$ cat src/hdl/sha1_pkg.sv
// Shared types and constants for the SHA-1 hash engine.
package sha1_pkg;

    // One input word: a message byte and its flags
    typedef struct packed {
        logic [7:0] data_byte;
        logic       byte_present;
        logic       end_of_message;
    } t_in;

    // One output word: a digest word and its position
    typedef struct packed {
        logic [31:0] digest_word;
        logic [2:0]  word_index;
        logic        last_word;
    } t_out;

    // Round registers A..E
    typedef struct packed {
        logic [31:0] a;
        logic [31:0] b;
        logic [31:0] c;
        logic [31:0] d;
        logic [31:0] e;
    } t_work;

    localparam int unsigned NUM_ROUNDS = 80;
    localparam int unsigned NUM_H      = 5;

    localparam logic [31:0] K0 = 32'h5A827999;
    localparam logic [31:0] K1 = 32'h6ED9EBA1;
    localparam logic [31:0] K2 = 32'h8F1BBCDC;
    localparam logic [31:0] K3 = 32'hCA62C1D6;

    localparam logic [31:0] H_INIT [NUM_H] = '{
        32'h67452301, 32'hEFCDAB89, 32'h98BADCFE, 32'h10325476, 32'hC3D2E1F0
    };

    localparam logic [7:0] PAD_BYTE = 8'h80;

endpackage

$ cat src/hdl/sha1_round.sv
// One SHA-1 compression round, shared by all 80 rounds.
module sha1_round (
    input  sha1_pkg::t_work i_cur,
    input  logic [31:0]     i_w,
    input  logic [6:0]      i_round,
    output sha1_pkg::t_work o_nxt
);

    logic [31:0] f_val;
    logic [31:0] k_val;
    logic [31:0] sum;

    // Pick the round function and constant by round group
    always_comb begin
        if (i_round < 7'd20) begin
            f_val = (i_cur.b & i_cur.c) | (~i_cur.b & i_cur.d);
            k_val = sha1_pkg::K0;
        end else if (i_round < 7'd40) begin
            f_val = i_cur.b ^ i_cur.c ^ i_cur.d;
            k_val = sha1_pkg::K1;
        end else if (i_round < 7'd60) begin
            f_val = (i_cur.b & i_cur.c) | (i_cur.b & i_cur.d) | (i_cur.c & i_cur.d);
            k_val = sha1_pkg::K2;
        end else begin
            f_val = i_cur.b ^ i_cur.c ^ i_cur.d;
            k_val = sha1_pkg::K3;
        end
    end

    assign sum = {i_cur.a[26:0], i_cur.a[31:27]} + f_val + i_cur.e + i_w + k_val;

    // Rotate the working registers
    assign o_nxt.a = sum;
    assign o_nxt.b = i_cur.a;
    assign o_nxt.c = {i_cur.b[1:0], i_cur.b[31:2]};
    assign o_nxt.d = i_cur.c;
    assign o_nxt.e = i_cur.d;

endmodule

$ cat src/hdl/sha1_hash_engine_unit.sv
// SHA-1 hash engine over a byte stream, top level.
//
// Input channel (i_valid / o_stall / i_data): each word carries an optional
// message byte and an end-of-message flag. A byte word is taken without stall
// while the 64-byte block fills; the byte that completes a block starts the
// 80-round compression, one round per cycle, then a fold of the result into
// the chaining words (S_UPDATE), and the input is stalled until both are done.
// At end of message the engine pads: word shifts into the schedule line up to
// the end of the block (at most 16 words), a compression, and the same again
// when the length field spills into a second block. The output channel
// (o_valid / i_stall / o_data) then delivers five digest words, H0 first,
// one per cycle when not stalled; a stall simply holds the current word.
// The input side is stalled throughout compression, padding and digest
// delivery. After the fifth word is taken the engine rearms. Reset returns
// the chaining words to the SHA-1 initial values, clears the byte count and
// puts the engine in the byte-accepting state.
module sha1_hash_engine_unit (
    input  logic             i_clk,
    input  logic             i_rst_n,
    input  logic             i_valid,
    output logic             o_stall,
    input  sha1_pkg::t_in    i_data,
    output logic             o_valid,
    input  logic             i_stall,
    output sha1_pkg::t_out   o_data
);

    typedef enum logic [2:0] {
        S_IDLE,
        S_ROUND,
        S_UPDATE,
        S_PAD,
        S_OUT
    } t_state;

    t_state          r_state;
    logic [31:0]     r_h [sha1_pkg::NUM_H];
    logic [31:0]     r_line [16];
    sha1_pkg::t_work r_work;
    logic [60:0]     r_cnt;
    logic [6:0]      r_round;
    logic [23:0]     r_acc;
    logic [3:0]      r_slot;
    logic            r_fin;
    logic            r_padded;
    logic            r_lenblk;
    logic [2:0]      r_idx;
    logic            r_out_valid;
    sha1_pkg::t_out  r_out;

    logic            in_acc;
    logic [60:0]     cnt_next;
    logic [31:0]     byte_word;
    logic [31:0]     pad_word;
    logic [31:0]     pad_data;
    logic [31:0]     sched_x;
    logic [31:0]     sched_new;
    logic [31:0]     h_sum [sha1_pkg::NUM_H];
    sha1_pkg::t_work round_nxt;
    logic [1:0]      lane_gap;

    assign in_acc   = i_valid && !o_stall;
    assign o_stall  = (r_state != S_IDLE);
    assign o_valid  = r_out_valid;
    assign o_data   = r_out;

    assign cnt_next  = r_cnt + 61'd1;
    assign byte_word = {r_acc, i_data.data_byte};

    // Build the 0x80 word behind the bytes already held
    assign lane_gap = 2'd3 - r_cnt[1:0];
    assign pad_word = {r_acc, sha1_pkg::PAD_BYTE} << {lane_gap, 3'b000};

    // Select what the padding pass shifts in
    always_comb begin
        if (!r_padded) begin
            pad_data = pad_word;
        end else if (r_lenblk && r_slot == 4'd14) begin
            pad_data = r_cnt[60:29];
        end else if (r_lenblk && r_slot == 4'd15) begin
            pad_data = {r_cnt[28:0], 3'b000};
        end else begin
            pad_data = 32'd0;
        end
    end

    // Message schedule: next word from fixed taps of the line
    assign sched_x   = r_line[13] ^ r_line[8] ^ r_line[2] ^ r_line[0];
    assign sched_new = {sched_x[30:0], sched_x[31]};

    // Fold the working registers into the chaining words
    assign h_sum[0] = r_h[0] + r_work.a;
    assign h_sum[1] = r_h[1] + r_work.b;
    assign h_sum[2] = r_h[2] + r_work.c;
    assign h_sum[3] = r_h[3] + r_work.d;
    assign h_sum[4] = r_h[4] + r_work.e;

    sha1_round u_round (
        .i_cur   (r_work),
        .i_w     (r_line[0]),
        .i_round (r_round),
        .o_nxt   (round_nxt)
    );

    // Schedule line: shift on every pushed word
    always_ff @(posedge i_clk) begin
        if (r_state == S_IDLE && in_acc && i_data.byte_present && r_cnt[1:0] == 2'd3) begin
            for (int i = 0; i < 15; i++) r_line[i] <= r_line[i+1];
            r_line[15] <= byte_word;
        end else if (r_state == S_ROUND) begin
            for (int i = 0; i < 15; i++) r_line[i] <= r_line[i+1];
            r_line[15] <= sched_new;
        end else if (r_state == S_PAD) begin
            for (int i = 0; i < 15; i++) r_line[i] <= r_line[i+1];
            r_line[15] <= pad_data;
        end
    end

    // Byte packing register
    always_ff @(posedge i_clk) begin
        if (r_state == S_IDLE && in_acc && i_data.byte_present) begin
            r_acc <= byte_word[23:0];
        end
    end

    // Sequencer, chaining words and registered output
    always_ff @(posedge i_clk) begin
        if (!i_rst_n) begin
            r_state     <= S_IDLE;
            for (int i = 0; i < sha1_pkg::NUM_H; i++) r_h[i] <= sha1_pkg::H_INIT[i];
            r_work      <= '0;
            r_cnt       <= '0;
            r_round     <= '0;
            r_slot      <= '0;
            r_fin       <= 1'b0;
            r_padded    <= 1'b0;
            r_lenblk    <= 1'b0;
            r_idx       <= '0;
            r_out_valid <= 1'b0;
        end else begin
            case (r_state)
                S_IDLE: begin
                    if (in_acc) begin
                        if (i_data.byte_present) begin
                            r_cnt <= cnt_next;
                        end
                        if (i_data.byte_present && r_cnt[5:0] == 6'd63) begin
                            // block full: compress, pad afterwards if ending
                            r_state  <= S_ROUND;
                            r_work   <= '{a: r_h[0], b: r_h[1], c: r_h[2],
                                          d: r_h[3], e: r_h[4]};
                            r_round  <= '0;
                            r_fin    <= i_data.end_of_message;
                            r_padded <= 1'b0;
                            r_lenblk <= 1'b0;
                        end else if (i_data.end_of_message) begin
                            r_state  <= S_PAD;
                            r_fin    <= 1'b1;
                            r_padded <= 1'b0;
                            if (i_data.byte_present) begin
                                r_slot   <= cnt_next[5:2];
                                r_lenblk <= (cnt_next[5:0] <= 6'd55);
                            end else begin
                                r_slot   <= r_cnt[5:2];
                                r_lenblk <= (r_cnt[5:0] <= 6'd55);
                            end
                        end
                    end
                end
                S_ROUND: begin
                    r_work <= round_nxt;
                    if (r_round == 7'(sha1_pkg::NUM_ROUNDS - 1)) begin
                        r_state <= S_UPDATE;
                    end else begin
                        r_round <= r_round + 7'd1;
                    end
                end
                S_UPDATE: begin
                    for (int i = 0; i < sha1_pkg::NUM_H; i++) r_h[i] <= h_sum[i];
                    r_round <= '0;
                    if (!r_fin) begin
                        r_state <= S_IDLE;
                    end else if (r_lenblk) begin
                        // final block done: present the first digest word
                        r_state           <= S_OUT;
                        r_idx             <= '0;
                        r_out_valid       <= 1'b1;
                        r_out.digest_word <= h_sum[0];
                        r_out.word_index  <= '0;
                        r_out.last_word   <= 1'b0;
                    end else begin
                        // length did not fit: one more block
                        r_state  <= S_PAD;
                        r_slot   <= '0;
                        r_lenblk <= 1'b1;
                    end
                end
                S_PAD: begin
                    r_padded <= 1'b1;
                    r_slot   <= r_slot + 4'd1;
                    if (r_slot == 4'd15) begin
                        r_state <= S_ROUND;
                        r_work  <= '{a: r_h[0], b: r_h[1], c: r_h[2],
                                     d: r_h[3], e: r_h[4]};
                        r_round <= '0;
                    end
                end
                S_OUT: begin
                    if (!i_stall) begin
                        if (r_idx == 3'(sha1_pkg::NUM_H - 1)) begin
                            // last word taken: rearm for the next message
                            r_state     <= S_IDLE;
                            r_out_valid <= 1'b0;
                            for (int i = 0; i < sha1_pkg::NUM_H; i++) begin
                                r_h[i] <= sha1_pkg::H_INIT[i];
                            end
                            r_cnt    <= '0;
                            r_fin    <= 1'b0;
                            r_padded <= 1'b0;
                            r_lenblk <= 1'b0;
                        end else begin
                            r_idx             <= r_idx + 3'd1;
                            r_out.digest_word <= r_h[r_idx + 3'd1];
                            r_out.word_index  <= r_idx + 3'd1;
                            r_out.last_word   <= (r_idx + 3'd1 == 3'(sha1_pkg::NUM_H - 1));
                        end
                    end
                end
                default: begin
                    r_state <= S_IDLE;
                end
            endcase
        end
    end

    // Output words appear only during digest delivery
    a_out_in_state: assert property (@(posedge i_clk) disable iff (!i_rst_n)
        r_out_valid |-> r_state == S_OUT)
        else $error("output valid outside digest delivery");

    // Round counter never runs past the last round
    a_round_range: assert property (@(posedge i_clk) disable iff (!i_rst_n)
        r_state == S_ROUND |-> r_round < 7'(sha1_pkg::NUM_ROUNDS))
        else $error("round counter out of range");

    // Digest delivery only after the length block is compressed
    a_out_after_len: assert property (@(posedge i_clk) disable iff (!i_rst_n)
        r_state == S_OUT |-> r_fin && r_lenblk && r_padded)
        else $error("digest delivered before padding finished");

    // Taking the last word returns the engine to byte intake
    a_rearm: assert property (@(posedge i_clk) disable iff (!i_rst_n)
        r_out_valid && !i_stall && r_out.last_word |=> r_state == S_IDLE && r_cnt == '0)
        else $error("engine did not rearm after digest");

endmodule
$ cat config.mk
export PLATFORM = sky130hd
export DESIGN_NAME = sha1_hash_engine_unit
export DESIGN_NICKNAME = d
export VERILOG_FILES = /design/src/hdl/sha1_pkg.sv /design/src/hdl/sha1_round.sv /design/src/hdl/sha1_hash_engine_unit.sv
export SDC_FILE = /design/constraint.sdc
export NUM_CORES = 2
export LEC_CHECK = 0
export ABC_AREA = 1
export BUFFER_PORTS_ARGS = -buffer_cell sky130_fd_sc_hd__buf_4
export CELL_PAD_IN_SITES_DETAIL_PLACEMENT = 0
export CELL_PAD_IN_SITES_GLOBAL_PLACEMENT = 1
export CORE_ASPECT_RATIO = 0.7
export CORE_UTILIZATION = 25
export CTS_CLUSTER_SIZE = 16
export DETAILED_ROUTE_END_ITERATION = 8
export PLACE_DENSITY_LB_ADDON = 0.1
export SYNTH_ARGS = -nofsm -noshare
export SYNTH_HDL_FRONTEND = slang
export SYNTH_SLANG_ARGS = --single-unit
$ cat constraint.sdc
create_clock -name i_clk -period 8.3 [get_ports i_clk]
set_input_delay 0 -clock i_clk [delete_from_list [all_inputs] [get_ports i_clk]]
set_output_delay 0 -clock i_clk [all_outputs]
set_load 0.005 [all_outputs]
==> results.ini <==
[clock_tree]
cts_root_buf=clkbuf_16
clkLatencyLatePin_ps=800
cts.sinks=974
postCtsResizedCells=0
clockBufferDepth=3
cts.clk_slew.worst_paths_ps=70
cts_made_buffers=111
h-tree-depth=3
cts_tree=built

[worst_setup_path]
critPathArrivalTime_ps=6520
critPathTopFamily=simple AND/OR/NAND/NOR gates
path_buf_inv=3
path_class=flip-flop to flip-flop
max_stage_delay_ps=840
end_kind=flip-flop
cp_common_cell=nand2_1
cp-start-kind=flip-flop
slowest_stage=nor2_1
path_cells=nor2_1 -> nor2_1 -> nand3_1 -> buf_4 -> inv_1 -> a221oi_1 -> fa_1 -> inv_1 -> ha_1 -> nand2_1 -> o21ai_0 -> nand2_1 -> nand2_1 -> nand2_1 -> nand2_1 -> nand2_1 -> nand3_1 -> nand3_1 -> nand2_1 -> a21oi_1
cp_max_fo=21
required_ps=8910

[placed_design]
gp_congestion=0.9367
portBuffers=51
dp_hpwl_um=189900

[detailed_routing]
drt_pass1_iterations=7
antenna_left=0
drc=0
avgViaCountPerCell=4.970
via_count=44560
drt_iter0_drc=5193
routed_wl_um=244100
wl_per_cell_um=27.23

[final_layout]
multi_input_comb_area_um2=23270
fill_cells=22540
drive_above_1_share_pct=6.211
final_util_pct=28.94
final_nets=6345
seq_area_um2=26830
synthToLayoutAreaGrowth_pct=14.38

[synthesis]
synth_edf_count=732
synth_warnings=0
ys_ff_latch=974
yosysSeqAreaShare_pct=49.96
syn_area_um2=53700
syn_area_per_cell_um2=9.054
synth_top_flop_cell=edfxtp_1
synthCells=5931
synthDistinctLibCells=61
synth_nets=6271
async_flop_share_pct=0

[floorplanning]
io-pin-count=52
core_um2=212200
num_rows=141
die_h_um=389.8
start_util_pct=25.30
die_w_um=555.9
die-area_um2=216700

[sta]
rsz0062_at_grt=false
hold_viol=0
period_needed_ps=5910
period_share_pct=71.21
relSlewSlack_pct=-12.03
worstMarginPinSlew_ps=1665
setup_viol=0
final_max_slew_viol_count=4
fin_setup_tns_ps=0
final.setup_skew_ps=82.43
fmax_mhz=169.2

[grt]
globalRouteTotalUtil_pct=22.11
grt_pass1_vias=41260
grt_pass1_wl_um=336900
overflow=0
antenna_found_initial=15
grt_max_degree=113

[hold_path]
hp-class=input port to flip-flop

[outcome]
status=finished with violations
violations=max-capacitance violations, max-slew violations

[job]
cap_violations=1

synthesized netlist by cell type (all sizes together), types with 2 or more instances:
master      n  area, um^2
nor3b       3       22.52
o221ai     43       376.6
and2        2       12.51
a32o        2       20.02
a211oi     40       300.3
edfxtp    732       21980
a31oi     147       919.6
a22oi       7       52.55
o211ai     43       322.8
a221oi     23       201.4
o21a       28       210.2
nand2    1142        4299
inv       746        2803
or2        36       225.2
a32oi       4       35.03
nor3       89       450.4
nor2      534        2049
xnor2     102       893.4
nand3b      8       60.06
clkbuf    131       493.0
buf        53       339.1
nor4       13       81.33
o2111ai     2       17.52
xor2       57       499.2
clkinv      4       15.01
o21bai     23       172.7
o41ai       2       17.52
o31ai       5       37.54
a21o       20       150.1
a31o        5       43.79
o22ai      19       118.9
dfxtp     242        4845
nand3     237        1191
fa        117        2342
o311ai      6       52.55
ha        209        2615
o21ai     494        2484
a21oi     475        2389
nand4      75       469.2
a21boi      5       37.54
logic make-up (layout without fill, tap and decap cells):
kind of cell	after synthesis	after routing	share of synthesized area [%]
AND/OR/NAND/NOR	2141	2141	16.53
AO/OA/AOI/OAI	1396	1396	14.87
flip-flops	974	974	49.96
buffers and inverters	934	1105	6.797
adder cells (fa/ha/maj)	326	326	9.232
XOR/XNOR	159	159	2.593
multiplexers	1	1	0.01864
other	0	2	0
placed cells by master (no fill, tap or decap), drive strengths merged, types with 20 or more instances in the layout:
cell         Yosys  layout
dfxtp          242     242
o21ai          494     494
nand2         1142    1142
a31oi          147     147
nor3            89      89
xor2            57      57
nand3          237     237
or2             36      36
o21a            28      28
inv            746     753
xnor2          102     102
nand4           75      75
o221ai          43      43
nor2           534     534
o211ai          43      43
a21o            20      20
buf             53     120
a21oi          475     475
clkinv           4      63
clkbuf         131     130
a221oi          23      23
a211oi          40      40
dlygate4sd3      0      25
ha             209     209
fa             117     117
edfxtp         732     732
o21bai          23      23
worst min-delay path, delay by kind of cell:
kind	cells	cell delay (ps)
AND/OR/NAND/NOR	2	120
buffers and inverters	2	650
final cells by class:
cell class / instances / share of cell area [%]
inverters: 750 / 4.606
diodes: 2 / 0.008148
multi-input cells: 4023 / 37.89
clock buffers: 130 / 4.754
repair buffers: 145 / 1.962
well taps: 2860 / 5.826
flip-flops and latches: 974 / 43.68
clock inverters: 80 / 1.275
flip-flops by register name, summed over array words and instances (netlist names):
signal / cells
o_data: 36
o_valid: 1
r_acc: 24
r_cnt: 61
r_fin: 1
r_h: 160
r_idx: 3
r_lenblk: 1
r_line: 512
r_padded: 1
r_round: 7
r_slot: 4
r_state: 3
r_work: 160
metrics by stage:
step                worst slack [ps]  instances  instance area [um^2]  hold slack [ps]
global route                    2002       8962                 61420            66.43
floorplan                      437.0       5931                 53700            98.87
global placement                2494       8727                 57460            198.9
detailed placement              2400       8727                 57460            201.1
CTS                             2421       8962                 61420            22.68
finish                          2390       8964                 61420            89.29
layer usage:
metal | up-vias | share of wire, % | track usage [%]
met5 | - | 0.070 | 0.4664
met4 | 6 | 1.6 | 3.606
met3 | 194 | 8.5 | 5.416
met2 | 1607 | 36 | 27.62
met1 | 22140 | 54 | 36.79
li1 | 20610 | - | -
timing repair:
action	CTS	global route
setup buffers	0	0
hold buffers	25	0
hold endpoints to repair	80	0
path summary, 6_finish.rpt:
kind,start,to,slack (ps),cells past startpoint
max reg2reg,r_round[3]$_SDFFE_PN0P_,r_work[150]$_SDFFE_PN0P_,2390,20
min,i_data[3],r_line[1][225]$_DFFE_PP_,90,4
max,r_round[3]$_SDFFE_PN0P_,r_work[150]$_SDFFE_PN0P_,2390,20
min reg2reg,r_line[0][41]$_DFFE_PP_,r_line[0][9]$_DFFE_PP_,410,0
Power is left out: the tool's default activity adds up to more than one toggle a clock period on the data nets, which glitch-free logic cannot reach.
